<file path="config.mk">
export PLATFORM = sky130hd
export DESIGN_NAME = oap_queue
export DESIGN_NICKNAME = d
export VERILOG_FILES = /design/src/oap_pkg.sv /design/src/oap_queue.sv
export SDC_FILE = /design/constraint.sdc
export NUM_CORES = 1
export LEC_CHECK = 0
export BUFFER_PORTS_ARGS = -buffer_cell sky130_fd_sc_hd__buf_2
export CAP_MARGIN = 30
export CORE_ASPECT_RATIO = 1.2
export CORE_UTILIZATION = 30
export CTS_BUF_LIST = sky130_fd_sc_hd__clkbuf_4 sky130_fd_sc_hd__clkbuf_8
export DETAILED_ROUTE_END_ITERATION = 10
export PLACE_DENSITY = 0.49
export RECOVER_POWER = 50
export SLEW_MARGIN = 15
export SYNTH_ARGS = -nofsm -noshare
export SYNTH_HDL_FRONTEND = slang
export SYNTH_SLANG_ARGS = --single-unit
</file>
<file path="constraint.sdc">
create_clock -name clock -period 4.2 [get_ports clock]
set_input_delay 0.21 -clock clock [delete_from_list [all_inputs] [get_ports clock]]
set_output_delay 0.21 -clock clock [all_outputs]
set_load 0.005 [all_outputs]
</file>
<file path="src/oap_pkg.sv">
package oap_pkg;

   localparam int INDEX_W    = 7;
   localparam int COUNT_W    = 8;
   localparam int COORD_W    = 16;
   localparam int SIZE_W     = 15;
   localparam int ANGLE_W    = 17;
   localparam int SPAN_W     = 18;
   localparam int PRODUCT_W  = 26;
   localparam int DIVIDEND_W = 24;
   localparam int TURN_W     = 26;
   localparam int CSR_ADDR_W = 5;
   localparam int CSR_DATA_W = 32;

   localparam int DEG_UNITS   = 64;
   localparam int HALF_TURN   = 180 * DEG_UNITS;
   localparam int FULL_TURN   = 2 * HALF_TURN;
   localparam int TURN_OFFSET = 800;

   // angle reduction: floor(v / 23040) = floor((v >> 9) / 45)
   localparam int BLOCK_SHIFT      = 9;
   localparam int BLOCK_W          = TURN_W - BLOCK_SHIFT;
   localparam int TURN_RECIP       = 186414;
   localparam int TURN_RECIP_W     = 18;
   localparam int TURN_RECIP_SHIFT = 23;
   localparam int NTURN_W          = 12;
   localparam int RED_W            = 15;
   localparam int BAM_RES          = 45;
   localparam int RES_W            = 6;
   localparam int RES_RECIP        = 46604;
   localparam int RES_RECIP_W      = 16;
   localparam int RES_RECIP_SHIFT  = 21;
   localparam int MDIV_W           = 9;
   localparam int BAM_FRAC_W       = 23;
   localparam int BAM_W            = 32;

   localparam int CORDIC_W    = 32;
   localparam int Z_W         = 34;
   localparam int SCALE_W     = 48;
   localparam int SCALE_SHIFT = 31;
   localparam int SUM_W       = 18;

   localparam logic signed [CORDIC_W-1:0] GAIN_INV = 32'sd652032874;
   localparam logic signed [Z_W-1:0]      Z_QUARTER = 34'sd1073741824;
   localparam logic signed [Z_W-1:0]      Z_HALF    = 34'sd2147483648;
   localparam logic signed [SCALE_W-1:0]  SCALE_ROUND = 48'sd1073741824;

   localparam int QUEUE_DEPTH = 4;
   localparam int QUEUE_PTR_W = 2;
   localparam int QUEUE_CNT_W = 3;

   localparam logic [COORD_W-1:0] CENTER_RESET = 16'd0;
   localparam logic [SIZE_W-1:0]  SIZE_RESET   = 15'd4096;
   localparam logic [COUNT_W-1:0] COUNT_RESET  = 8'd32;
   localparam logic [ANGLE_W-1:0] START_RESET  = 17'd0;
   localparam logic [ANGLE_W-1:0] END_RESET    = 17'd11520;

   typedef enum logic [2:0] {
      REG_CENTER_X    = 3'd0,
      REG_CENTER_Y    = 3'd1,
      REG_OVAL_WIDTH  = 3'd2,
      REG_OVAL_HEIGHT = 3'd3,
      REG_POINT_COUNT = 3'd4,
      REG_START_ANGLE = 3'd5,
      REG_END_ANGLE   = 3'd6
   } csr_index_type;

   typedef struct packed {
      logic [COORD_W-1:0] center_x;
      logic [COORD_W-1:0] center_y;
      logic [SIZE_W-1:0]  oval_width;
      logic [SIZE_W-1:0]  oval_height;
      logic [COUNT_W-1:0] point_count;
      logic [ANGLE_W-1:0] start_angle;
      logic [ANGLE_W-1:0] end_angle;
   } arc_cfg_type;

   typedef struct packed {
      logic [TURN_W-1:0] angle;
      logic              point_valid;
   } arc_item_type;

   typedef struct packed {
      logic flip;
      logic point_valid;
   } cordic_tag_type;

   typedef logic [BAM_RES-1:0][BAM_FRAC_W-1:0] frac_table_type;

   // floor((r * 2^24 + 45) / 90): fraction of a turn for a residue of 45
   function automatic frac_table_type build_bam_frac();
      frac_table_type    t;
      longint unsigned   v;
      for (int r = 0; r < BAM_RES; r++) begin
         v = ((longint'(r) << 24) + BAM_RES) / (2 * BAM_RES);
         t[r] = BAM_FRAC_W'(v);
      end
      return t;
   endfunction

   localparam frac_table_type BAM_FRAC = build_bam_frac();

   // atan(2^-i) in units of 2^-32 turn
   function automatic logic [31:0] atan_turn(input int i);
      logic [31:0] v;
      case (i)
         0:  v = 32'd536870912;
         1:  v = 32'd316933406;
         2:  v = 32'd167458907;
         3:  v = 32'd85004756;
         4:  v = 32'd42667331;
         5:  v = 32'd21354465;
         6:  v = 32'd10679838;
         7:  v = 32'd5340245;
         8:  v = 32'd2670163;
         9:  v = 32'd1335087;
         10: v = 32'd667544;
         11: v = 32'd333772;
         12: v = 32'd166886;
         13: v = 32'd83443;
         14: v = 32'd41722;
         15: v = 32'd20861;
         16: v = 32'd10430;
         17: v = 32'd5215;
         18: v = 32'd2608;
         19: v = 32'd1304;
         20: v = 32'd652;
         21: v = 32'd326;
         22: v = 32'd163;
         23: v = 32'd81;
         24: v = 32'd41;
         default: v = 32'd0;
      endcase
      return v;
   endfunction

endpackage

</file>
<file path="src/oap_queue.sv">
module oap_queue (
   input  logic                   clock,
   input  logic                   reset,
   input  logic                   push,
   input  oap_pkg::arc_item_type  push_item,
   input  logic                   pop,
   output oap_pkg::arc_item_type  pop_item,
   output logic                   not_empty,
   output logic                   full
);

   oap_pkg::arc_item_type              slots_ff [oap_pkg::QUEUE_DEPTH];
   logic [oap_pkg::QUEUE_PTR_W-1:0]    wr_ptr_ff, rd_ptr_ff;
   logic [oap_pkg::QUEUE_CNT_W-1:0]    count_ff, count_in;
   logic                               do_pop;

   assign do_pop    = pop && (count_ff != '0);
   assign not_empty = count_ff != '0;
   assign full      = count_ff == oap_pkg::QUEUE_CNT_W'(oap_pkg::QUEUE_DEPTH);
   assign pop_item  = slots_ff[rd_ptr_ff];

   always_comb begin
      count_in = count_ff;
      if (push && !do_pop) begin
         count_in = count_ff + oap_pkg::QUEUE_CNT_W'(1);
      end else if (!push && do_pop) begin
         count_in = count_ff - oap_pkg::QUEUE_CNT_W'(1);
      end
   end

   always_ff @(posedge clock) begin
      if (reset) begin
         wr_ptr_ff <= '0;
         rd_ptr_ff <= '0;
         count_ff  <= '0;
      end else begin
         count_ff <= count_in;
         if (push) begin
            wr_ptr_ff <= wr_ptr_ff + oap_pkg::QUEUE_PTR_W'(1);
         end
         if (do_pop) begin
            rd_ptr_ff <= rd_ptr_ff + oap_pkg::QUEUE_PTR_W'(1);
         end
      end
   end

   always_ff @(posedge clock) begin
      if (push) begin
         slots_ff[wr_ptr_ff] <= push_item;
      end
   end

endmodule

</file>
After elaboration in Yosys (flattened, before gate mapping)
Memories as Yosys holds them, arrays and structs flattened. A register that Yosys moved wholly into a read port is not among the register bits. Cells that the tools add are included.

Add/sub/neg operators: 4. Eq/ne operators: 1. Muxes and demuxes: 6. Reductions and logical operators: 7.

Operator list (number): 2-to-1 mux 3 bit (2); adder 2 x 1 -> 2 bit (second input constant) (2); 2-to-1 mux 2 bit (2); adder 3 x 1 -> 3 bit (second input constant) (1); equality test 3 bit (second input constant) (1); logical AND 1 bit (3); nonzero test 3 bit (1); subtractor 3 x 1 -> 3 bit (second input constant) (1); logical NOT 1 bit (2); 2-to-1 mux 1 bit (2); nonzero test 2 bit (1).

Register bits after elaboration: 7. Bits in writable memories: 108. Input bits: 31. Output and inout port bits: 29. Logic and storage cells: 22. Memories: 1.

Memory list: slots_ff (depth 4, width 27, read ports 1, clocked after memory_dff 1, wr ports 1, line oap_queue.sv:12) `oap_pkg::arc_item_type slots_ff [oap_pkg::QUEUE_DEPTH];`.

Longest topological paths before layout
Depth in word-level cells: 5. Gate-level depth with buffers: 7. Gate-level depth less buffers: 7.

Least setup slack after synthesis
No wires, ideal clock.

Kind: reg-to-reg. From: reg count_ff[0] in the netlist's numbering. To: reg count_ff[2] in the netlist's numbering. Library setup time: 70 ps. Arrival: 1894 ps. Data required time: 4130 ps. Setup slack: 2236 ps. Stages on the path, launching flop included: 8. Buffers on the path: 0. Period minus slack after synthesis: 1964 ps. Cell sequence: dfxtp_1 -> o31ai_1 -> ha_1 -> inv_1 -> fa_1 -> xor2_1 -> or3_1 -> a21oi_1.

Word-level cells in the longest chain between the ends: 5. Elaborated cells on any way between the ends: 10. Those cells by class: add/sub: 2; mux: 2; reduce/logical: 6.

RTL lines: start: declaration (line oap_queue.sv:14) `logic [oap_pkg::QUEUE_CNT_W-1:0] count_ff, count_in;`; start signal: assignment (line oap_queue.sv:37) `count_ff <= count_in;`; parallel branches: the longest is 5 deep, another holds subtractor 3 x 1 -> 3 bit.

Several ways; the timed one is not identified. The select of a mux whose other input is x is not followed. A chain may end at the register's enable or synchronous reset.

Final worst setup path
From: reg wr_ptr_ff[0] in the netlist's numbering. To: mem slots_ff[3][5] in the netlist's numbering, enable pin.

RTL lines: start: declaration (line oap_queue.sv:13) `logic [oap_pkg::QUEUE_PTR_W-1:0] wr_ptr_ff, rd_ptr_ff;`; start signal: assignment (line oap_queue.sv:39) `wr_ptr_ff <= wr_ptr_ff + oap_pkg::QUEUE_PTR_W'(1);`; end: declaration (line oap_queue.sv:12).

Straight into the memory's write port.

==> results.yml <==
hold_path:
  hold_path.class: "primary input to register"
  worstHoldStart: "reset"
  hold-path-cell-count: 2
clocking:
  cts_root_buffer: "clkbuf_8"
  insertion_delay_ns: 0.41
  clk_path_buf_depth: 2
  h-tree-depth: 4
  path_clk_slew_ns: 0.07
  ctsResizeCount: 0
  cts_setup_buffers: 0
  tritoncts: "built"
  cts_buffers: 17
  cts_num_sinks: 117
worst_setup_path:
  path_max_fanout: 27
  cpMaxStageDelayCell: "and2_0"
  r2r-start: "wr_ptr_ff[0]"
  worstPathRequired_ns: 4.19
  path_class: "register to register"
  endpoint_kind: "register"
  reg2reg_depth: 2
  critPathArrivalTime_ns: 2.48
  max_stage_delay_ns: 1.51
  path_cells: "ha_1, and2_0"
  worst_r2r_endpoint: "slots_ff[3][5]"
  r2r_slack_ns: 1.72
  start_kind: "register"
final_layout:
  syn_to_final_growth_pct: 24.5
  fill_cells: 1344
  drive_gt1_share_pct: 29.2
  diodes: 0
  final_cells: 470
  fin_area_mm2: 0.00546
  nets: 319
pwr:
  finalPower_w: 0.00298
  leakagePower_nw: 1.83
  vdd_drop_max_mv: 0.289
  p_per_area_mw_per_mm2: 546
detailed_routing:
  wirelength_um: 7710
  routedWlPerCell_um: 16.4
  dr.pass1.iters: 7
  highest_layer: "met4"
  drtAntennaViolNets: 0
  met2_length_um: 3880
  vias_per_cell: 4.37
  drc: 4
  route.met3.wl_um: 360
  via_count: 2053
  drtIter0Drc: 95
  wl_met1_um: 3380
floorplan:
  die_x_um: 112
  die_h_um: 134
  core_area_mm2: 0.0144
  rows: 48
  die-area_mm2: 0.0151
  io_pins: 60
  start_util_pct: 30.5
sta:
  relSlewSlack_pct: -36.6
  hold_viol_final: 0
  rsz0062_at_grt: "false"
  finalClockSkew_ns: 0.00567
  drv_slew: 28
  clock.fmax_mhz: 402
  period_share_pct: 59.2
  period_needed_ns: 2.48
  setup_tns_ns: 0
  setup_viol: 0
  worst_slew_pin_slew_ns: 2.05
placement:
  dp_hpwl_um: 4470
  dpl_cell_area_mm2: 0.00485
  io_buffers: 59
  place_congestion: 0.647
  dp_cells: 413
synth:
  yosysWarnings: 0
  ys_seq_area_share_pct: 78.1
  netlist_instances: 185
  synth_area_mm2: 0.00438
  synth.distinct_cells: 22
  postSynthAreaPerCell_um2: 23.7
  synth-seq-cells: 117
  syn-num-nets: 222
global_route:
  grt_pass1_vias: 2241
  antenna_found_initial: 0
  grt_max_degree: 28
  grt_pass1_wl_um: 11900
  grt_use_total_pct: 11.1
  overflow: 0
run_status:
  violations: "design-rule violations, max-capacitance violations, max-slew violations"
  status: "complete, but fails checks"
run:
  cap_violations: 1
[cell usage after synthesis]
cell type | instances | area (um2)
xor2_1 | 4 | 35.0
mux2i_1 | 2 | 20.0
o21ai_0 | 1 | 5.00
clkbuf_1 | 1 | 3.75
a21oi_1 | 1 | 5.00
xnor2_1 | 1 | 8.76
fa_1 | 1 | 20.0
nor2_1 | 7 | 26.3
buf_2 | 3 | 15.0
buf_6 | 1 | 11.3
edfxtp_1 | 108 | 3240
nor3b_1 | 1 | 7.51
dfxtp_1 | 9 | 180
ha_1 | 5 | 62.6
and2_1 | 4 | 25.0
buf_12 | 2 | 40.0
mux4_2 | 20 | 450
o31ai_1 | 1 | 7.51
o311ai_0 | 1 | 8.76
or3_1 | 2 | 12.5
mux4_1 | 7 | 184
inv_1 | 3 | 11.3
[per-layer routing]
layer  track usage [%]  vias to the layer above
li1                  -                      964
met1              12.8                     1031
met2              18.5                       51
met3              4.43                        7
met4              4.44                        0
met5                 0                        -
[kinds of logic (layout without fill, tap and decap cells)]
family / after synthesis / in the layout / share of synthesized area (%)
mux: 29 / 29 / 14.9
flops: 117 / 117 / 78.1
simple gates: 14 / 14 / 1.63
compound gates: 4 / 4 / 0.599
buf+inv: 10 / 120 / 1.86
xor+xnor: 5 / 5 / 0.999
fa+ha+maj: 6 / 6 / 1.88
[cell type report]
type                            count  area, um2  area share (%)
Tap cell                          175        219            4.01
Multi-Input combinational cell     58        882            16.2
Timing Repair Buffer               85        531            9.72
Sequential cell                   117       3430            62.8
Clock inverter                     13        139            2.55
Inverter                            3       11.3           0.206
Clock buffer                       19        249            4.56
[flip-flops by register name, indices dropped and copies added, names as in the netlist, named ones only]
signal,flops
count_ff,3
wr_ptr_ff,2
rd_ptr_ff,2
slots_ff,108
[how the worst max path moves through the flow]
stage                       from              to  slack, ns  depth (start not counted)
floorplan            count_ff[0]     count_ff[2]       2.24                          7
global placement        register    pop_item[14]       2.10                          2
detailed placement   count_ff[0]     count_ff[2]       2.11                          7
global route        wr_ptr_ff[0]  slots_ff[3][7]       1.38                          2
finish              wr_ptr_ff[0]  slots_ff[3][5]       1.72                          2
CTS                     register    pop_item[12]       2.03                          3
[what timing repair did]
action / 4_1_cts / 5_1_grt
hold buffers: 25 / 0
endpoints found under the hold margin: 93 / 0
setup endpoints to repair: 0 / 0
[critical path, delay by kind of cell, from the launching register on]
kind,cells,cell delay (ns)
flip-flops,1,0.39
adder cells (fa/ha/maj),1,0.16
AND/OR/NAND/NOR,1,1.51
[through the flow]
stage / util (%) / setup slack (ns) / hold slack, ns
2_1_floorplan: - / 2.24 / 0.309
3_3_place_gp: 33.7 / 2.10 / 0.424
3_5_place_dp: 33.8 / 2.11 / 0.427
4_1_cts: 38.3 / 2.03 / 0.00657
5_1_grt: 38.0 / 1.38 / 0.0586
6_report: 38.0 / 1.72 / 0.0637
[power breakdown]
part	switching [W]	total, W	internal [W]
clock	0.000414	0.00100	0.000586
sequential	0.0000732	0.00143	0.00135
combinational	0.000229	0.000554	0.000325
total	0.000716	0.00298	0.00226
[placed cells by master (no fill, tap or decap)]
| master | n |
|---|---|
| edfxtp_1 | 108 |
| buf_2 | 31 |
| clkbuf_1 | 28 |
| dlygate4sd3_1 | 25 |
| mux4_2 | 20 |
| clkbuf_8 | 17 |
| mux4_1 | 7 |
| nor2_1 | 7 |
| dfxtp_1 | 7 |
| clkinv_2 | 6 |
| ha_1 | 5 |
| xor2_1 | 4 |
| inv_1 | 3 |
| and2_2 | 3 |
| bufinv_16 | 3 |
| clkinv_1 | 3 |
| or3_1 | 2 |
| mux2i_1 | 2 |
| dfxtp_2 | 2 |
| clkbuf_4 | 2 |
| and2_0 | 1 |
| o31ai_1 | 1 |
| nor3b_1 | 1 |
| xnor2_1 | 1 |
| o311ai_0 | 1 |
| o21ai_0 | 1 |
| a21oi_1 | 1 |
| fa_1 | 1 |
| clkinvlp_4 | 1 |
| buf_12 | 1 |
(Power assumes the default switching activity.)
