--- src/oap_pkg.sv ---
package oap_pkg;

   localparam int INDEX_W    = 7;
   localparam int COUNT_W    = 8;
   localparam int COORD_W    = 16;
   localparam int SIZE_W     = 15;
   localparam int ANGLE_W    = 17;
   localparam int SPAN_W     = 18;
   localparam int PRODUCT_W  = 26;
   localparam int DIVIDEND_W = 24;
   localparam int TURN_W     = 26;
   localparam int CSR_ADDR_W = 5;
   localparam int CSR_DATA_W = 32;

   localparam int DEG_UNITS   = 64;
   localparam int HALF_TURN   = 180 * DEG_UNITS;
   localparam int FULL_TURN   = 2 * HALF_TURN;
   localparam int TURN_OFFSET = 800;

   // angle reduction: floor(v / 23040) = floor((v >> 9) / 45)
   localparam int BLOCK_SHIFT      = 9;
   localparam int BLOCK_W          = TURN_W - BLOCK_SHIFT;
   localparam int TURN_RECIP       = 186414;
   localparam int TURN_RECIP_W     = 18;
   localparam int TURN_RECIP_SHIFT = 23;
   localparam int NTURN_W          = 12;
   localparam int RED_W            = 15;
   localparam int BAM_RES          = 45;
   localparam int RES_W            = 6;
   localparam int RES_RECIP        = 46604;
   localparam int RES_RECIP_W      = 16;
   localparam int RES_RECIP_SHIFT  = 21;
   localparam int MDIV_W           = 9;
   localparam int BAM_FRAC_W       = 23;
   localparam int BAM_W            = 32;

   localparam int CORDIC_W    = 32;
   localparam int Z_W         = 34;
   localparam int SCALE_W     = 48;
   localparam int SCALE_SHIFT = 31;
   localparam int SUM_W       = 18;

   localparam logic signed [CORDIC_W-1:0] GAIN_INV = 32'sd652032874;
   localparam logic signed [Z_W-1:0]      Z_QUARTER = 34'sd1073741824;
   localparam logic signed [Z_W-1:0]      Z_HALF    = 34'sd2147483648;
   localparam logic signed [SCALE_W-1:0]  SCALE_ROUND = 48'sd1073741824;

   localparam int QUEUE_DEPTH = 4;
   localparam int QUEUE_PTR_W = 2;
   localparam int QUEUE_CNT_W = 3;

   localparam logic [COORD_W-1:0] CENTER_RESET = 16'd0;
   localparam logic [SIZE_W-1:0]  SIZE_RESET   = 15'd4096;
   localparam logic [COUNT_W-1:0] COUNT_RESET  = 8'd32;
   localparam logic [ANGLE_W-1:0] START_RESET  = 17'd0;
   localparam logic [ANGLE_W-1:0] END_RESET    = 17'd11520;

   typedef enum logic [2:0] {
      REG_CENTER_X    = 3'd0,
      REG_CENTER_Y    = 3'd1,
      REG_OVAL_WIDTH  = 3'd2,
      REG_OVAL_HEIGHT = 3'd3,
      REG_POINT_COUNT = 3'd4,
      REG_START_ANGLE = 3'd5,
      REG_END_ANGLE   = 3'd6
   } csr_index_type;

   typedef struct packed {
      logic [COORD_W-1:0] center_x;
      logic [COORD_W-1:0] center_y;
      logic [SIZE_W-1:0]  oval_width;
      logic [SIZE_W-1:0]  oval_height;
      logic [COUNT_W-1:0] point_count;
      logic [ANGLE_W-1:0] start_angle;
      logic [ANGLE_W-1:0] end_angle;
   } arc_cfg_type;

   typedef struct packed {
      logic [TURN_W-1:0] angle;
      logic              point_valid;
   } arc_item_type;

   typedef struct packed {
      logic flip;
      logic point_valid;
   } cordic_tag_type;

   typedef logic [BAM_RES-1:0][BAM_FRAC_W-1:0] frac_table_type;

   // floor((r * 2^24 + 45) / 90): fraction of a turn for a residue of 45
   function automatic frac_table_type build_bam_frac();
      frac_table_type    t;
      longint unsigned   v;
      for (int r = 0; r < BAM_RES; r++) begin
         v = ((longint'(r) << 24) + BAM_RES) / (2 * BAM_RES);
         t[r] = BAM_FRAC_W'(v);
      end
      return t;
   endfunction

   localparam frac_table_type BAM_FRAC = build_bam_frac();

   // atan(2^-i) in units of 2^-32 turn
   function automatic logic [31:0] atan_turn(input int i);
      logic [31:0] v;
      case (i)
         0:  v = 32'd536870912;
         1:  v = 32'd316933406;
         2:  v = 32'd167458907;
         3:  v = 32'd85004756;
         4:  v = 32'd42667331;
         5:  v = 32'd21354465;
         6:  v = 32'd10679838;
         7:  v = 32'd5340245;
         8:  v = 32'd2670163;
         9:  v = 32'd1335087;
         10: v = 32'd667544;
         11: v = 32'd333772;
         12: v = 32'd166886;
         13: v = 32'd83443;
         14: v = 32'd41722;
         15: v = 32'd20861;
         16: v = 32'd10430;
         17: v = 32'd5215;
         18: v = 32'd2608;
         19: v = 32'd1304;
         20: v = 32'd652;
         21: v = 32'd326;
         22: v = 32'd163;
         23: v = 32'd81;
         24: v = 32'd41;
         default: v = 32'd0;
      endcase
      return v;
   endfunction

endpackage

--- src/oap_front.sv ---
module oap_front #(
   parameter int MAX_POINTS = 128
) (
   input  logic                            clock,
   input  logic                            reset,
   input  oap_pkg::arc_cfg_type            cfg,
   input  logic                            take,
   input  logic [oap_pkg::INDEX_W-1:0]     point_index,
   output logic                            push,
   output oap_pkg::arc_item_type           item
);

   localparam int STEPS = oap_pkg::DIVIDEND_W;

   logic [oap_pkg::COUNT_W-1:0]           count_eff;
   logic [oap_pkg::COUNT_W-1:0]           den;
   logic                                  point_ok;
   logic signed [oap_pkg::SPAN_W-1:0]     span;
   logic signed [oap_pkg::PRODUCT_W-1:0]  num;
   logic signed [oap_pkg::PRODUCT_W-1:0]  mag;

   logic                                  s0_valid_ff, s0_ok_ff, s0_neg_ff;
   logic [oap_pkg::DIVIDEND_W-1:0]        s0_mag_ff;
   logic                                  s1_valid_ff, s1_ok_ff, s1_neg_ff;
   logic [oap_pkg::DIVIDEND_W-1:0]        s1_dividend_ff;
   logic [oap_pkg::DIVIDEND_W-1:0]        s1_dividend_in;

   logic                                  dv_valid_ff [STEPS];
   logic                                  dv_ok_ff    [STEPS];
   logic                                  dv_neg_ff   [STEPS];
   logic [oap_pkg::COUNT_W-1:0]           dv_rem_ff   [STEPS];
   logic [oap_pkg::DIVIDEND_W-1:0]        dv_work_ff  [STEPS];

   logic                                  src_valid [STEPS];
   logic                                  src_ok    [STEPS];
   logic                                  src_neg   [STEPS];
   logic [oap_pkg::COUNT_W-1:0]           src_rem   [STEPS];
   logic [oap_pkg::DIVIDEND_W-1:0]        src_work  [STEPS];
   logic [oap_pkg::COUNT_W-1:0]           rem_in    [STEPS];
   logic [oap_pkg::DIVIDEND_W-1:0]        work_in   [STEPS];

   logic                                  push_ff;
   oap_pkg::arc_item_type                 item_ff;
   oap_pkg::arc_item_type                 item_in;
   logic signed [oap_pkg::TURN_W-1:0]     quot;

   always_comb begin
      if (int'(cfg.point_count) > MAX_POINTS) begin
         count_eff = oap_pkg::COUNT_W'(MAX_POINTS);
      end else begin
         count_eff = cfg.point_count;
      end
      den = (count_eff >= oap_pkg::COUNT_W'(2)) ? count_eff - oap_pkg::COUNT_W'(1)
                                                : oap_pkg::COUNT_W'(1);
      point_ok = (count_eff != '0) && ({1'b0, point_index} < count_eff);
      span = oap_pkg::SPAN_W'($signed(cfg.end_angle))
           - oap_pkg::SPAN_W'($signed(cfg.start_angle));
      num = oap_pkg::PRODUCT_W'(span) * $signed({1'b0, point_index});
      mag = (num < 0) ? -num : num;
      s1_dividend_in = s0_mag_ff + oap_pkg::DIVIDEND_W'(den >> 1);
   end

   // Restoring division, one quotient bit per stage; the work word shifts
   // dividend bits out at the top and quotient bits in at the bottom.
   always_comb begin
      logic [oap_pkg::COUNT_W:0] trial;
      logic                      ge;
      src_valid[0] = s1_valid_ff;
      src_ok[0]    = s1_ok_ff;
      src_neg[0]   = s1_neg_ff;
      src_rem[0]   = '0;
      src_work[0]  = s1_dividend_ff;
      for (int j = 1; j < STEPS; j++) begin
         src_valid[j] = dv_valid_ff[j-1];
         src_ok[j]    = dv_ok_ff[j-1];
         src_neg[j]   = dv_neg_ff[j-1];
         src_rem[j]   = dv_rem_ff[j-1];
         src_work[j]  = dv_work_ff[j-1];
      end
      for (int j = 0; j < STEPS; j++) begin
         trial = {src_rem[j], src_work[j][oap_pkg::DIVIDEND_W-1]};
         ge    = trial >= {1'b0, den};
         rem_in[j]  = ge ? oap_pkg::COUNT_W'(trial - {1'b0, den})
                         : trial[oap_pkg::COUNT_W-1:0];
         work_in[j] = {src_work[j][oap_pkg::DIVIDEND_W-2:0], ge};
      end
   end

   always_comb begin
      quot = $signed({2'b00, dv_work_ff[STEPS-1]});
      item_in.angle = oap_pkg::TURN_W'($signed(cfg.start_angle))
                    + (dv_neg_ff[STEPS-1] ? -quot : quot);
      item_in.point_valid = dv_ok_ff[STEPS-1];
   end

   always_ff @(posedge clock) begin
      if (reset) begin
         s0_valid_ff <= 1'b0;
         s1_valid_ff <= 1'b0;
         push_ff     <= 1'b0;
         for (int j = 0; j < STEPS; j++) begin
            dv_valid_ff[j] <= 1'b0;
         end
      end else begin
         s0_valid_ff <= take;
         s1_valid_ff <= s0_valid_ff;
         push_ff     <= dv_valid_ff[STEPS-1];
         for (int j = 0; j < STEPS; j++) begin
            dv_valid_ff[j] <= src_valid[j];
         end
      end
   end

   always_ff @(posedge clock) begin
      s0_ok_ff       <= point_ok;
      s0_neg_ff      <= num < 0;
      s0_mag_ff      <= mag[oap_pkg::DIVIDEND_W-1:0];
      s1_ok_ff       <= s0_ok_ff;
      s1_neg_ff      <= s0_neg_ff;
      s1_dividend_ff <= s1_dividend_in;
      for (int j = 0; j < STEPS; j++) begin
         dv_ok_ff[j]   <= src_ok[j];
         dv_neg_ff[j]  <= src_neg[j];
         dv_rem_ff[j]  <= rem_in[j];
         dv_work_ff[j] <= work_in[j];
      end
      item_ff <= item_in;
   end

   assign push = push_ff;
   assign item = item_ff;

endmodule

--- config.mk ---
export PLATFORM = sky130hd
export DESIGN_NAME = oap_front
export DESIGN_NICKNAME = d
export VERILOG_FILES = /design/src/oap_pkg.sv /design/src/oap_front.sv
export SDC_FILE = /design/constraint.sdc
export NUM_CORES = 1
export LEC_CHECK = 0
export ABC_CLOCK_PERIOD_IN_PS = 8750
export BUFFER_PORTS_ARGS = -buffer_cell sky130_fd_sc_hd__buf_4
export CAP_MARGIN = 5
export CORE_ASPECT_RATIO = 2
export CORE_MARGIN = 2
export CORE_UTILIZATION = 61
export DETAILED_ROUTE_END_ITERATION = 16
export GPL_ROUTABILITY_DRIVEN = 0
export GPL_TIMING_DRIVEN = 0
export PLACE_DENSITY_LB_ADDON = 0.2
export SYNTH_ARGS = -nofsm -noshare
export SYNTH_HDL_FRONTEND = slang
export SYNTH_SLANG_ARGS = --single-unit
--- constraint.sdc ---
create_clock -name clock -period 8.75 [get_ports clock]
set_input_delay 1.3125 -clock clock [delete_from_list [all_inputs] [get_ports clock]]
set_output_delay 1.3125 -clock clock [all_outputs]
set_load 0.05 [all_outputs]
* Word level (Yosys, flattened, before mapping)
Memories as Yosys holds them, arrays and structs flattened. A register that Yosys moved wholly into a read port is not among the register bits. Cells that the tools add are included.
Storage, ports and cells: flip-flop bits (word level) 80, bits in writable memories 840, bits of input ports 114, output and inout bits 28, memories kept 5
Cells by class: $add $sub $neg 30, multipliers 1, order comparisons 28, multiplexer cells 55, bitwise operators 24, reductions and logical operators 2
Memories:
- dv_work_ff | words 24, bits a word 24, read ports 24, clocked after memory_dff 0, write ports 24, line oap_front.sv:32 | logic [oap_pkg::DIVIDEND_W-1:0] dv_work_ff [STEPS];
- dv_rem_ff | words 24, bits a word 8, read ports 23, clocked after memory_dff 0, write ports 24, line oap_front.sv:31 | logic [oap_pkg::COUNT_W-1:0] dv_rem_ff [STEPS];
- dv_neg_ff | words 24, bits a word 1, read ports 24, clocked after memory_dff 0, write ports 24, line oap_front.sv:30 | logic dv_neg_ff [STEPS];
- dv_ok_ff | words 24, bits a word 1, read ports 24, clocked after memory_dff 1, write ports 24, line oap_front.sv:29 | logic dv_ok_ff [STEPS];
- dv_valid_ff | words 24, bits a word 1, read ports 24, clocked after memory_dff 1, write ports 24, line oap_front.sv:28 | logic dv_valid_ff [STEPS];
Operator list (number):
- 2-to-1 mux 8 bit | 26
- greater-or-equal comparator 9 x 8 -> 1 bit | 23
- subtractor 8 bit | 23
- 2-to-1 mux 1 bit | 27
- adder 17 x 26 -> 26 bit | 1
- < comparator 26 x 1 -> 1 bit (second input constant) | 1
- multiplier 18 x 8 -> 26 bit | 1
- 2-to-1 mux 26 bit | 1
- negation 24 -> 26 bit | 1
- adder 24 x 7 -> 24 bit | 1
- 2-to-1 mux 24 bit | 1
- negation 24 bit | 1
- OR 1 bit | 24
- subtractor 17 x 17 -> 18 bit | 1
- greater-or-equal comparator 1 x 8 -> 1 bit | 1
- greater-or-equal comparator 8 x 2 -> 1 bit (second input constant) | 1
- greater-than comparator 8 bit (second input constant) | 1
- < comparator 7 x 8 -> 1 bit | 1
- nonzero test 8 bit | 1
- subtractor 1 x 8 -> 8 bit | 1
- subtractor 8 x 1 -> 8 bit (second input constant) | 1
- logical AND 1 bit | 1

* Depth between registers and ports, before layout
Gate-level depths: netlist of the first run.
depth after elaboration 6, gate-level depth with buffers 32, mapped depth without buffers 31

* Worst setup path before layout of the first run
No wires, ideal clock.
path type in2reg, from input port cfg[0] (netlist bit), to register s0_mag_ff[21] (netlist bit), library setup time 0.122 ns, arrival time 7.548 ns, data required time 8.628 ns, path slack 1.080 ns, stages on the path 30, buffers on the path 1, cells stage by stage inv_1 ha_1 fa_1 nor2b_1 o21ai_0 a21boi_0 o2111ai_1 nand3b_1 a21oi_1 o21bai_1 xnor2_1 nand2_1 fa_1 inv_1 fa_1 fa_1 inv_1 fa_1 inv_1 ha_1 buf_6 a21o_1 a2111oi_4 a2111oi_2 nor2_1 xnor2_1 nor4_2 and4b_1 a31oi_1 xnor2_1
Between the ends: longest elaborated chain between the ends 4, elaborated cells between the ends (all ways) 5, those cells by class add/sub (2); mul (1); order compare (1); mux (1)
Ends and longest elaborated chain:
- from (decl) | line oap_front.sv:6 | input oap_pkg::arc_cfg_type cfg,
- subtractor 17 x 17 -> 18 bit (*) | line oap_front.sv:57 | - oap_pkg::SPAN_W'($signed(cfg.start_angle));
- multiplier 18 x 8 -> 26 bit (*) | line oap_front.sv:58 | num = oap_pkg::PRODUCT_W'(span) * $signed({1'b0, point_index});
- negation 24 bit or < comparator 26 x 1 -> 1 bit (tied branches) | line oap_front.sv:59 | mag = (num < 0) ? -num : num;
- 2-to-1 mux 24 bit (*) | line oap_front.sv:59
- named net mag, one bit | line oap_front.sv:20 | logic signed [oap_pkg::PRODUCT_W-1:0] mag;
- to (signal assigned) | line oap_front.sv:117 | s0_mag_ff <= mag[oap_pkg::DIVIDEND_W-1:0];
- to (decl) | line oap_front.sv:23 | logic [oap_pkg::DIVIDEND_W-1:0] s0_mag_ff;
Mark *: on every way through the listed nets, which the timed path passes. The rest lies on a longest branch. A chain may end at the register's enable or synchronous reset.

* Worst setup path after layout of the first run
from input port cfg[0] (netlist bit), to register s0_mag_ff[19] (netlist bit)
Same word-level chain as after synthesis.

==> results of run 1 <==
[sequential cells by signal, summed over array words and instances (netlist names), 24 cells and up]
name and cells:
item 27, dv_rem_ff 184, s1_dividend_ff 24, dv_ok_ff 24, dv_valid_ff 24, s0_mag_ff 24, dv_work_ff 576, dv_neg_ff 24
[stage by stage]
stage / utilization (%) / hold slack, ps / setup TNS, ps / std cells
global route: 68.94 / 318.3 / 0 / 4198
finish: 68.94 / 314.0 / 0 / 4198
CTS: 68.83 / 321.1 / 0 / 4196
floorplan: - / 309.6 / 0 / 3217
detailed placement: 64.49 / 312.1 / -1250 / 4062
global placement: 64.29 / 309.5 / -584.3 / 4058
[layout make-up]
cell class / instances / area (um2) / area share [%]
sequential: 914 / 18300 / 45.62
multi-input combinational: 1964 / 16290 / 40.62
clock buffer: 93 / 2023 / 5.044
inverter: 317 / 1190 / 2.967
tap: 762 / 953.4 / 2.377
timing repair buffer: 85 / 750.7 / 1.872
clock inverter: 41 / 500.5 / 1.248
buffer: 22 / 98.84 / 0.2465
[placed cells by master (no fill, tap or decap), types with 22 or more instances in the layout]
| master | Yosys | layout |
|---|---|---|
| sky130_fd_sc_hd__a21boi_0 | 69 | 68 |
| sky130_fd_sc_hd__a21o_1 | 58 | 58 |
| sky130_fd_sc_hd__a21oi_1 | 81 | 81 |
| sky130_fd_sc_hd__a311oi_1 | 22 | 22 |
| sky130_fd_sc_hd__and2_1 | 91 | 91 |
| sky130_fd_sc_hd__buf_4 | 0 | 79 |
| sky130_fd_sc_hd__clkbuf_1 | 19 | 28 |
| sky130_fd_sc_hd__clkbuf_16 | 0 | 74 |
| sky130_fd_sc_hd__dfxtp_1 | 914 | 914 |
| sky130_fd_sc_hd__fa_1 | 121 | 121 |
| sky130_fd_sc_hd__ha_1 | 299 | 299 |
| sky130_fd_sc_hd__inv_1 | 316 | 315 |
| sky130_fd_sc_hd__mux2_2 | 110 | 110 |
| sky130_fd_sc_hd__mux2i_1 | 44 | 44 |
| sky130_fd_sc_hd__nand2_1 | 129 | 129 |
| sky130_fd_sc_hd__nand2b_1 | 40 | 40 |
| sky130_fd_sc_hd__nand4_1 | 49 | 49 |
| sky130_fd_sc_hd__nor2_1 | 237 | 237 |
| sky130_fd_sc_hd__nor2b_1 | 90 | 90 |
| sky130_fd_sc_hd__nor3_1 | 29 | 29 |
| sky130_fd_sc_hd__o21ai_0 | 147 | 147 |
| sky130_fd_sc_hd__xnor2_1 | 138 | 137 |
| sky130_fd_sc_hd__xor2_1 | 59 | 59 |
[final timing paths]
path                                end  slack (ps)  cells after the start
max               s0_mag_ff[19]$_DFF_P_         450                     29
min          dv_work_ff[1][174]$_DFF_P_         310                      0
max reg2reg            item[26]$_DFF_P_        4440                     18
min reg2reg  dv_work_ff[1][174]$_DFF_P_         310                      0
[worst max-delay path: cells and delay by family]
family | cells | cell delay, ps
xor+xnor | 3 | 1110
fa+ha+maj | 7 | 3070
simple gates | 7 | 1500
buf+inv | 6 | 440
compound gates | 6 | 1350
[routing by layer]
metal,vias to the layer above,routed length [um],track usage [%]
li1,11040,-,-
met3,284,2282,2.858
met5,-,0,0
met2,524,40360,48.18
met1,11040,24870,23.36
met4,0,5673,17.42
[cell families after synthesis]
logic type	share of synthesized area, %
simple gates	10.41
flops	51.03
xor+xnor	4.857
fa+ha+maj	17.19
compound gates	8.232
mux	4.683
buf+inv	3.594
==> results.md, run 1 <==
Run status:
- The flow ran to the end, and the final reports show no timing, DRC or antenna violations.

Detailed routing:
- The detail route stage leaves a number of antenna-violating nets equal to 0.
- The count of unresolved DRC violations after routing is 0.
- In this run, the number of DRC markers left after iteration 0 of detailed routing was 989.
- The per-cell via count in the routed design is 5.454.
- The count of vias placed by the detailed router is 22.89k.
- The sum of routed wire length over all layers is 73190 um.
- In the final routed layout, each cell accounts on average for 17.43 um.
- Before antenna repair, the detailed router went through 7 iterations.

Timing:
- The worst pin sits at a relative slew slack of 9.289%.
- Based on the critical path, the design can be clocked at up to 0.1204 GHz.
- For the pin with the worst max-slew slack, the measured transition is 1359 ps.
- After layout, the worst path uses 94.89% of the clock period.
- The number of endpoints with negative hold slack in the final report is 0.
- The max-slew violation count is 0.
- Across all setup checks in the final design, the least slack found is 446.9 ps.
- Counting I/O delays and the setup requirement, the final critical path takes 8303 ps.
- Setup violations remaining at the end of the flow were counted as 0.
- Setup repair after global routing left no endpoint under its margin.
- The worst setup skew after layout is 14.27 ps.

Setup path:
- The critical-path cell with the highest stage delay is sky130_fd_sc_hd__fa_1.
- STA classifies the critical path endpoint as a flop.
- The cell occurring most often along the worst timing path is sky130_fd_sc_hd__fa_1.
- Along the worst path, the maximum fanout reaches 7.
- The kind of start point of the critical path is an input port.
- For the worst setup path, the data required time is 9210 ps.
- At the worst endpoint, the arrival time is 8760 ps.
- The worst register-to-register path begins at dv_work_ff[2][168]$_DFF_P_.
- The critical setup path kind is input port to flop.
- The most critical setup path has its startpoint at cfg[0].
- The largest incremental delay on the critical path is 560 ps.

Yosys:
- In this run, synthesis produced a sequential element count of 914.
- The synthesized area per cell is 11.15 um2.
- The number of cells produced by synthesis is 3217.
- The number of unique standard cell types used by synthesis is 72.
- In the synthesized netlist the async set-or-reset flop fraction comes to 0%.
- The largest area contributor in the netlist is sky130_fd_sc_hd__dfxtp_1.
- The number of enable-type register cells in the synthesized netlist is 0.
- The primary flip-flop cell chosen by synthesis mapping is sky130_fd_sc_hd__dfxtp_1.
- Yosys instantiated no cell more often than sky130_fd_sc_hd__dfxtp_1.
- Summed over its instances, the top area cell type makes up 51.03% of the synthesized netlist area.
- The warning count from the yosys run is 0.
- The synthesized netlist occupies a cell area of 35860 um2.
- Sequential cells were found to cover 51.03% of the synthesized design area.
- When the netlist entered floorplanning its net count stood at 3751.
- By area the synthesized netlist is led by sky130_fd_sc_hd__dfxtp_1 (51%), sky130_fd_sc_hd__ha_1 (10%), sky130_fd_sc_hd__fa_1 (6.8%).
- By count the netlist is led by sky130_fd_sc_hd__dfxtp_1 (914), sky130_fd_sc_hd__inv_1 (316), sky130_fd_sc_hd__ha_1 (299).

Global route:
- The remaining global-route overflow is 0.
- Entering global routing, the biggest net connects 27 pins.
- Across every metal layer, demand over resource in global routing totals 24.72%.
- The initial antenna violation count is 0.
- The first global-routing pass estimated 119500 um of wire.
- The via count of the first global-routing pass is 24.89k.

Die:
- The initial standard-cell utilization of the core is 61.63%.
- From left edge to right edge, the die measures 175.4 um.
- After floorplanning, the core was divided into 125 placement rows.
- 142 I/O pins were placed.
- The floorplan step defined a die boundary enclosing 60850 um2.
- Measured along the y axis, the die boundary spans 346.9 um.
- The area of the core region is 58180 um2.

Clock network:
- After clock tree synthesis, the clock-pin slew on the worst setup and hold paths is 70 ps.
- The cell sitting at the root of the clock tree is a sky130_fd_sc_hd__clkbuf_16.
- Clock latency on the worst-skew pair, taken at its later pin, is 610 ps.
- The clock buffer count from CTS is 73.
- In this run the number of H-tree levels came out at 3.
- The clock tree from TritonCTS is built.
- The total clock sinks is 914.
- The post-CTS setup repair buffer count is 0.
- The buffer depth of the longest clock path is 3.
- The number of gates resized after cts is 0.
- The total of hold buffers inserted after clock tree synthesis is 0.

Worst hold path:
- The launch instance of the worst min-delay path is dv_work_ff[1][149]$_DFF_P_.
- The type of the worst min-delay path is flop to flop.

Run:
- The count of maximum capacitance violations is 0.

Placed design:
- Summed over all nets, the half-perimeter wirelength after detailed placement is 54430 um.
- In this run the cell area measured after placement is 37520 um2.
- The number of port buffers is 79.
- Timing analysis after detailed placement gives a worst setup slack of -247.7 ps.

Final layout:
- Of the cells placed in the final design, the portion with a size suffix greater than 1 is 10.22%.
- The number of nets in the finished design is 3911.
- The antenna diode count is 0.
- The finished cells cover 40110 um2.
- The layout overhead on the synthesized area is 11.86%.
- Fill cells in the final layout number 4205.
Power of run 1 is not shown: default switching activity piles up to over one toggle a cycle in this logic, so the estimate is an artifact.
==> inputs of run 2 (changes only) <==
GPL_TIMING_DRIVEN = unset   (was 0)
==> results.md, run 2 (same netlist as run 1, synthesis figures left out) <==
Worst hold path:
- The type of the worst min-delay path is flop to flop.
- The number of cells traversed by the worst hold path is 0 (unchanged).

Clock network:
- The post-CTS setup repair buffer count is 0 (unchanged).
- The clock buffer count from CTS is 73 (unchanged).
- The cell sitting at the root of the clock tree is a sky130_fd_sc_hd__clkbuf_16.
- The total of hold buffers inserted after clock tree synthesis is 0 (unchanged).
- The H-tree depth came to 3 (unchanged).
- The number of gates resized after cts is 0 (unchanged).
- The clock latency on the worst-skew pair came to 620 ps (about the same).
- The clock transition at the register clock pins on the worst setup and hold paths after CTS is 70 ps (about the same).
- TritonCTS built the clock tree.
- The total clock sinks came to 914 (unchanged).
- The buffer depth of the longest clock path is 3 (unchanged).

Timing:
- The actual slew at the worst max-slew pin was 1076 ps (-282.8 ps).
- The highest attainable clock frequency is 0.1236 GHz (+2.6%).
- The clock period minus worst slack is 8091 ps (-211.8 ps).
- The final setup TNS was 0 ps (unchanged).
- The fraction of the cycle the final worst path needs is 92.47% (-2.4 points).
- The number of failing setup endpoints in the final timing report was 0 (unchanged).
- The number of endpoints with negative hold slack in the final report was 0 (unchanged).
- The worst setup skew after layout is 33.84 ps (+19.57 ps).
- The max-slew violation count came to 0 (unchanged).
- Setup repair after global routing left no endpoint under its margin.
- The relative slew slack is 28.05% (+19 points).

Setup path:
- The largest incremental delay on the critical path is 700 ps (+140 ps).
- The signal arrival time at the worst endpoint is 8560 ps (-200 ps).
- The largest fanout of any net on the critical path came to 19 (+12).
- The critical setup path kind is input port to flop.
- The cell occurring most often along the worst timing path is sky130_fd_sc_hd__fa_1.
- The required time of the critical path was 9220 ps (about the same).
- The critical path endpoint category is a flop.
- The reg2reg setup slack is 4410 ps (-30 ps).
- The depth of the most critical reg-to-reg path came to 18 (unchanged).
- The worst setup path is launched from an input port.
- The slowest stage of the critical path belongs to the cell sky130_fd_sc_hd__xnor2_2.

Die:
- The boundary pin count was 142 (unchanged).
- The area of the core region is 58180 um2 (unchanged).
- The standard-cell row count was 125 (unchanged).
- The initial standard-cell utilization of the core is 61.63% (unchanged).
- The horizontal die dimension is 175.4 um (unchanged).
- The full die area is 60850 um2 (unchanged).
- The chip height came to 346.9 um (unchanged).

Detailed routing:
- The count of vias placed by the detailed router was 22.72k (-0.78%).
- The violation count after the first detailed-route iteration is 1110 (+12%).
- The sum of routed wire length over all layers came to 72960 um (-0.31%).
- The number of nets still failing antenna checks after routing is 0 (unchanged).
- The count of unresolved DRC violations after routing came to 0 (unchanged).
- The average wire length per cell after detail routing is 17.46 um (+0.14%).
- The per-cell via count in the routed design is 5.436 (-0.33%).
- The detailed-routing iteration count for the pre-antenna-repair pass is 5 (-2).

Global route:
- The largest net degree at the start of global routing is 28 (+3.7%).
- The via count of the first global-routing pass is 24.80k (-0.39%).
- The remaining global-route overflow is 0 (unchanged).
- The initial antenna violation count is 0 (unchanged).
- The overall track demand over capacity in global routing came to 24.31% (-0.40 points).
- The wire length of the first global-routing pass is 117800 um (-1.4%).

Placed design:
- The count of placed standard cells including taps is 4044 (-0.44%).
- The area after detailed placement came to 37380 um2 (-0.37%).
- The number of port buffers is 79 (unchanged).
- The half-perimeter wire length after detailed placement is 53020 um (-2.6%).

Run:
- The count of maximum capacitance violations was 0 (unchanged).

Final layout:
- The library cell used most frequently in the layout, excluding fill and tap cells, is sky130_fd_sc_hd__dfxtp_1.
- The number of nets in the finished design was 3891 (-0.51%).
- Counting flops per register, the top entry is dv_work_ff.
- The antenna diode count is 0 (unchanged).
- The final instance count without filler cells was 4179 (-0.45%).
- The area of all placed cells without fillers is 40020 um2 (-0.22%).
- The number of fill cells in the layout is 4200 (-0.12%).
- The number of flip-flops under the largest register name was 576 (unchanged).
- The layout overhead on the synthesized area is 11.61%.
- The share of post-route cells with drive strength above 1 is 10.39% (+0.17 points).
- The library cells used most frequently in the layout, excluding fill and tap cells, are sky130_fd_sc_hd__dfxtp_1 (914), sky130_fd_sc_hd__inv_1 (316), sky130_fd_sc_hd__ha_1 (299), sky130_fd_sc_hd__nor2_1 (237), sky130_fd_sc_hd__o21ai_0 (147).

Run status:
- The flow ran to the end, and the final reports show no timing, DRC or antenna violations.
run 2: changes by cell type in the layout (fill, tap and decap cells not counted), sizes merged:
cell / delta
buf: -1
bufinv: +2
clkinvlp: -1
clkbuf: -17
clkinv: +9
inv: -11
run 2: path summary, 6_finish.rpt:
check	from	end
max	cfg[17]	s0_mag_ff[15]$_DFF_P_
min	dv_work_ff[1][100]$_DFF_P_	dv_work_ff[1][125]$_DFF_P_
max reg2reg	dv_work_ff[2][168]$_DFF_P_	item[26]$_DFF_P_
min reg2reg	dv_work_ff[1][100]$_DFF_P_	dv_work_ff[1][125]$_DFF_P_
run 2: layer usage:
layer	wire [um]	global-route usage (%)	vias to the layer above
li1	-	-	10970
met1	24950	22.79	11000
met2	41310	48.51	510
met3	2263	3.066	242
met4	4432	14.83	0
met5	0	0	-
run 2: area by class of cell:
| cell class | instances | area [um2] | area share, % |
|---|---|---|---|
| flip-flops and latches | 914 | 18300 | 45.72 |
| multi-input cells | 1964 | 16290 | 40.70 |
| repair buffers | 87 | 653.1 | 1.632 |
| inverters | 317 | 1190 | 2.973 |
| well taps | 762 | 953.4 | 2.382 |
| clock buffers | 95 | 2101 | 5.249 |
| clock inverters | 40 | 536.8 | 1.341 |
run 2: stage by stage:
step | setup slack [ps] | hold WS [ps] | utilization [%]
after floorplan | 1080 | 309.6 | -
after global placement | 202.2 | 309.5 | 64.25
after detailed placement | 83.41 | 312.1 | 64.25
after CTS | 695.8 | 292.6 | 68.78
after global routing | 203.9 | 297.2 | 68.78
final | 658.7 | 297.9 | 68.78
run 2: critical path, delay by kind of cell:
family / cells / cell delay (ps)
fa+ha+maj: 7 / 3090
simple gates: 4 / 430
buf+inv: 5 / 530
xor+xnor: 3 / 960
compound gates: 11 / 2190
Power of run 2 is left out for the same reason.
